`config.mk`:
```
export PLATFORM = sky130hd
export DESIGN_NAME = bfn_div
export DESIGN_NICKNAME = d
export VERILOG_FILES = /design/src/sv/bfn_pkg.sv /design/src/sv/bfn_div.sv
export SDC_FILE = /design/constraint.sdc
export NUM_CORES = 1
export LEC_CHECK = 0
export CAP_MARGIN = 20
export CORE_ASPECT_RATIO = 1.25
export CORE_MARGIN = 2
export CORE_UTILIZATION = 35
export DETAILED_ROUTE_END_ITERATION = 8
export DONT_BUFFER_PORTS = 1
export PLACE_DENSITY = 0.55
export SKIP_LAST_GASP = 1
export SLEW_MARGIN = 20
export SYNTH_ARGS = -nofsm -noshare
export SYNTH_HDL_FRONTEND = slang
export SYNTH_SLANG_ARGS = --single-unit
```
`constraint.sdc`:
```
create_clock -name clk_i -period 3.2 [get_ports clk_i]
set_input_delay 0.32 -clock clk_i [delete_from_list [all_inputs] [get_ports clk_i]]
set_output_delay 0.32 -clock clk_i [all_outputs]
set_load 0.01 [all_outputs]
```
`src/sv/bfn_pkg.sv`:
```
// ----------------------------------------------------------------------------
// Bezier fit Newton inverse: package
// Fixed-point widths, control point tables, sequencer states and codes.
// ----------------------------------------------------------------------------
package bfn_pkg;

  localparam int CurvePoints = 9;
  localparam int FracBits    = 31;
  localparam int ChiFrac     = 28;
  localparam int TabFrac     = 40;

  // Signed width of curve points and lerp results
  localparam int PW = 36;
  // Divider remainder / divisor width
  localparam int DW = 40;
  // Divider quotient width (Newton step saturates at 2.0 in Q2.31)
  localparam int QW = 33;

  typedef logic signed [PW-1:0] pt_t;
  typedef pt_t pts_t [CurvePoints];

  // Frequency control point, rounded from 40 fraction bits down to FracBits
  function automatic pt_t qf(input longint unsigned x);
    longint unsigned raw;
    raw = (x * (64'd1 << TabFrac) + 64'd50000) / 64'd100000;
    raw = (raw + (64'd1 << (TabFrac - FracBits - 1))) >> (TabFrac - FracBits);
    return pt_t'(raw);
  endfunction

  // Chi control point, Q8.28
  function automatic pt_t qc(input longint unsigned x);
    longint unsigned raw;
    raw = (x * (64'd1 << ChiFrac) + 64'd5000) / 64'd10000;
    return pt_t'(raw);
  endfunction

  localparam pts_t FreqPts = '{qf(0), qf(16204), qf(36886), qf(27954), qf(47948),
                               qf(36266), qf(50724), qf(63124), qf(80111)};
  localparam pts_t ChiPts  = '{qc(10000), qc(10000), qc(21021), qc(46026), qc(46111),
                               qc(69099), qc(25099), qc(16516), qc(13674)};

  // Configuration register indexes
  localparam logic [1:0] CfgTol   = 2'd0;
  localparam logic [1:0] CfgMinIt = 2'd1;
  localparam logic [1:0] CfgMaxIt = 2'd2;

  // Status codes
  localparam logic [1:0] StatOk     = 2'd0;
  localparam logic [1:0] StatRange  = 2'd1;
  localparam logic [1:0] StatNoConv = 2'd2;

  typedef enum logic [3:0] {
    StIdle,
    StNormDiv,
    StNormChk,
    StEval,
    StDivSetup,
    StDivRun,
    StUpdate,
    StScale,
    StSat,
    StDone
  } state_e;

  // Divider request and status
  typedef struct packed {
    logic       start;
    logic       q_init;
    logic [5:0] steps;
  } div_req_t;

  typedef struct packed {
    logic busy;
    logic done;
  } div_stat_t;

endpackage

```
`src/sv/bfn_div.sv`:
```
// ----------------------------------------------------------------------------
// Bezier fit Newton inverse: restoring divider
// One quotient bit per cycle from a remainder below the divisor.
// ----------------------------------------------------------------------------
module bfn_div (
  input  logic                     clk_i,
  input  logic                     rst_ni,
  input  bfn_pkg::div_req_t        req_i,
  input  logic [bfn_pkg::DW-1:0]   num_i,
  input  logic [bfn_pkg::DW-1:0]   den_i,
  output bfn_pkg::div_stat_t       stat_o,
  output logic [bfn_pkg::QW-1:0]   quo_o
);
  import bfn_pkg::*;

  logic [DW-1:0] rem_q, den_q;
  logic [QW-1:0] quo_q;
  logic [5:0]    cnt_q;
  logic          busy_q, done_q;

  logic [DW:0]   rem_sh, rem_sub;
  logic          ge;

  // One shift-subtract step
  assign rem_sh  = {rem_q, 1'b0};
  assign ge      = rem_sh >= {1'b0, den_q};
  assign rem_sub = ge ? (rem_sh - {1'b0, den_q}) : rem_sh;

  always_ff @(posedge clk_i or negedge rst_ni) begin
    if (!rst_ni) begin
      busy_q <= 1'b0;
      done_q <= 1'b0;
      cnt_q  <= '0;
    end else begin
      done_q <= 1'b0;
      if (req_i.start) begin
        busy_q <= 1'b1;
        cnt_q  <= req_i.steps;
      end else if (busy_q) begin
        cnt_q <= cnt_q - 6'd1;
        if (cnt_q == 6'd1) begin
          busy_q <= 1'b0;
          done_q <= 1'b1;
        end
      end
    end
  end

  // Datapath
  always_ff @(posedge clk_i) begin
    if (req_i.start) begin
      rem_q <= num_i;
      den_q <= den_i;
      quo_q <= QW'(req_i.q_init);
    end else if (busy_q) begin
      rem_q <= rem_sub[DW-1:0];
      quo_q <= {quo_q[QW-2:0], ge};
    end
  end

  assign stat_o = '{busy: busy_q, done: done_q};
  assign quo_o  = quo_q;

endmodule

```
==> impl_metrics.toml <==
[critical_path]
worstSetupEndpointType = "flop"
ff2ff_path_depth = 10
cp.buffers_inverters = 2
reg2reg_from = "rem_q[22]"
r2r-end = "rem_q[6]"
cp_slowest_cell = "or4_1"
crit_family = "simple AND/OR/NAND/NOR gates"
critical_path.cell_chain = "ha_2, nand4_2, or4_1, a21oi_2, nor3_4, buf_4, o21ai_4, buf_12, a21oi_1, mux2_2"
start_kind = "flop"
cp_max_fo = 25
max_stage_delay_ps = 560
worstPathRequired_ps = 3360
criticalPathCategory = "reg -> reg"
crit_arrival_ps = 3210
regToRegSetupSlack_ps = 160

[drt]
wl_met1_um = 7993
drc_errors = 0
drt_iter0_markers = 273
vias_per_cell = 5.185
postRouteAntennaNets = 0
wl_met3_um = 1172
wirelength_um = 18580
firstDrtPassIters = 5
dr_total_vias = 5678
wl_per_cell_um = 16.97
wl_met2_um = 9050
top_layer = "met5"

[clock_network]
tritoncts = "yes"
clk_latency_ps = 420
cts_made_buffers = 17
root_buffer = "clkbuf_16"
htree_levels = 4
cts_sinks = 121
cts_buffer_depth = 2
clk_pin_slew_ps = 60

[hold_path]
hold_start = "req_i[0]"
min_to = "cnt_q[0]"
hold_depth = 2
hp-class = "in -> reg"

[yosys]
synth_area_um2 = 7461
synth_flop_cell = "edfxtp_1"
yosysUniqueCellTypes = 71
synthCells = 761
yosysMostFrequentCell = "edfxtp_1"
ys_seq_area_frac = 0.4387
syn_avg_cell_area_um2 = 9.804
ys_ff_latch = 121
synth.top_cell.area_share = 0.3260
async_flop_share = 0.06612
synth_area_leaders = "edfxtp_1, dfxtp_1, ha_1"
yosysTopAreaCell = "edfxtp_1"
synth_warnings = 0
synth_edf_count = 81
synth_fp_nets = 894
synth_commonest_cells = "edfxtp_1, nor2_1, a21oi_1"

[floorplan]
rows = 59
core_area_um2 = 20890
die_area_um2 = 22510
start_util = 0.3571
io_pins = 125
fp.dieW_um = 134.6
die_y_um = 167.2

[global_route]
grt_first_pass_wirelength_um = 29970
grt_max_degree = 122
grt_pass1_vias = 5849
antenna_found_initial = 3
overflow = 0
track_usage = 0.1687

[final_layout]
drive_above_1_share = 0.1270
fillers = 2032
nets = 939
fin_area_um2 = 8791
fin_util = 0.4208
area_growth_pct = 17.83

[placement]
dp_hpwl_um = 13150
port_buffers = 0
postPlaceCellArea_um2 = 7752
gp_congestion = 0.8601

[timing]
drv_slew = 0
grt_setup_unrepaired = "no"
fin_crit_ps = 3043
hold_viol = 0
period_share = 0.9510
fmax_ghz = 0.3286
clock_skew_ps = 14.79
setup_viol = 0
worst_slew_pin_slew_ps = 981.5
worst_slew_margin_rel = 0.3435
fin_tns_setup_ps = 0

[flow_run]
cap_violations = 0

[pwr]
vdd_drop_max_v = 0.0004528
p_per_area_nw_per_um2 = 954.6
p_leak_uw = 0.003723

[outcome]
status = "completed"
-- cell families (layout without fill, tap and decap cells) --
logic type | Yosys count | after routing | synth area share
AO/OA/AOI/OAI | 182 | 183 | 0.1585
XOR/XNOR | 36 | 36 | 0.04226
adder cells (fa/ha/maj) | 43 | 43 | 0.07312
buffers and inverters | 100 | 157 | 0.06071
flip-flops | 121 | 121 | 0.4387
multiplexers | 56 | 56 | 0.07916
other | 0 | 2 | 0
AND/OR/NAND/NOR | 223 | 223 | 0.1476
-- worst register-to-register path, cell delays in order (launching register included) --
cell	delay, ps
edfxtp_1	440
ha_2	440
nand4_2	150
or4_1	560
a21oi_2	200
nor3_4	50
buf_4	160
o21ai_4	220
buf_12	200
a21oi_1	100
mux2_2	260
-- power by group --
group | switching (uW) | internal, uW | leakage [uW]
logic | 2370 | 1900 | 0.00226
registers | 209 | 2120 | 0.00118
clock network | 726 | 1080 | 0.000282
-- flip-flops by register name, summed over array words and instances, names as in the netlist --
name and cells:
den_q 40, rem_q 40, cnt_q 6, busy_q 1
done_q 1, quo_o 33
-- cell type report --
class | instances | area [um2] | area share
clock inverters | 10 | 61.31 | 0.006974
inverters | 56 | 210.2 | 0.02391
clock buffers | 22 | 485.5 | 0.05522
diodes | 2 | 5.005 | 0.0005693
repair buffers | 69 | 653.1 | 0.07430
multi-input cells | 541 | 3759 | 0.4276
flip-flops and latches | 121 | 3274 | 0.3725
well taps | 274 | 342.8 | 0.03900
-- cells in the final DEF, fill, tap and decap left out, types with 6 or more instances in the layout --
| cell | n |
|---|---|
| clkbuf_16 | 18 |
| xnor2_1 | 19 |
| xor2_1 | 17 |
| a221o_1 | 9 |
| edfxtp_1 | 81 |
| nand4_1 | 15 |
| dfrtp_1 | 7 |
| a21o_1 | 12 |
| inv_4 | 6 |
| dfxtp_1 | 32 |
| o21ai_0 | 34 |
| nor2_1 | 74 |
| nand2_1 | 59 |
| buf_4 | 23 |
| nor3b_1 | 9 |
| nor2b_1 | 8 |
| a31oi_1 | 6 |
| a21oi_1 | 65 |
| nor3_1 | 13 |
| mux2_2 | 24 |
| nand3_1 | 8 |
| mux2i_1 | 32 |
| o21ai_1 | 10 |
| ha_2 | 6 |
| ha_1 | 36 |
| inv_1 | 56 |
| nand2b_1 | 7 |
| dlygate4sd3_1 | 44 |
-- stage by stage --
stage	instances	total power [uW]	hold WS, ps	worst slack [ps]
after floorplan	761	5503	24.41	485.6
after global placement	1013	6441	24.71	162.6
after detailed placement	1013	6454	24.72	112.4
after CTS	1089	8359	1.273	98.89
after global routing	1094	9034	10.67	2.571
final	1095	8392	14.89	156.8
-- metal layers --
metal	vias up	track usage
met5	-	0
met4	2	0.06270
met3	24	0.05359
met2	146	0.2833
met1	2672	0.2015
li1	2834	-
-- timing repair --
action | CTS | global route
resized for setup | 0 | 7
hold endpoints to repair | 74 | 0
endpoints found under the setup margin | 0 | 17
setup buffers | 0 | 3
hold buffers | 44 | 0
-- how the worst max path moves through the flow --
stage / start / endpoint / depth (start not counted)
6_report: rem_q[22] / rem_q[6] / 10
5_1_grt: rem_q[25] / rem_q[16] / 10
4_1_cts: rem_q[19] / rem_q[36] / 9
3_5_place_dp: rem_q[19] / rem_q[36] / 9
3_3_place_gp: rem_q[10] / rem_q[36] / 9
2_1_floorplan: rem_q[22] / rem_q[37] / 11
No activity file was read; power rests on OpenSTA's default activity.
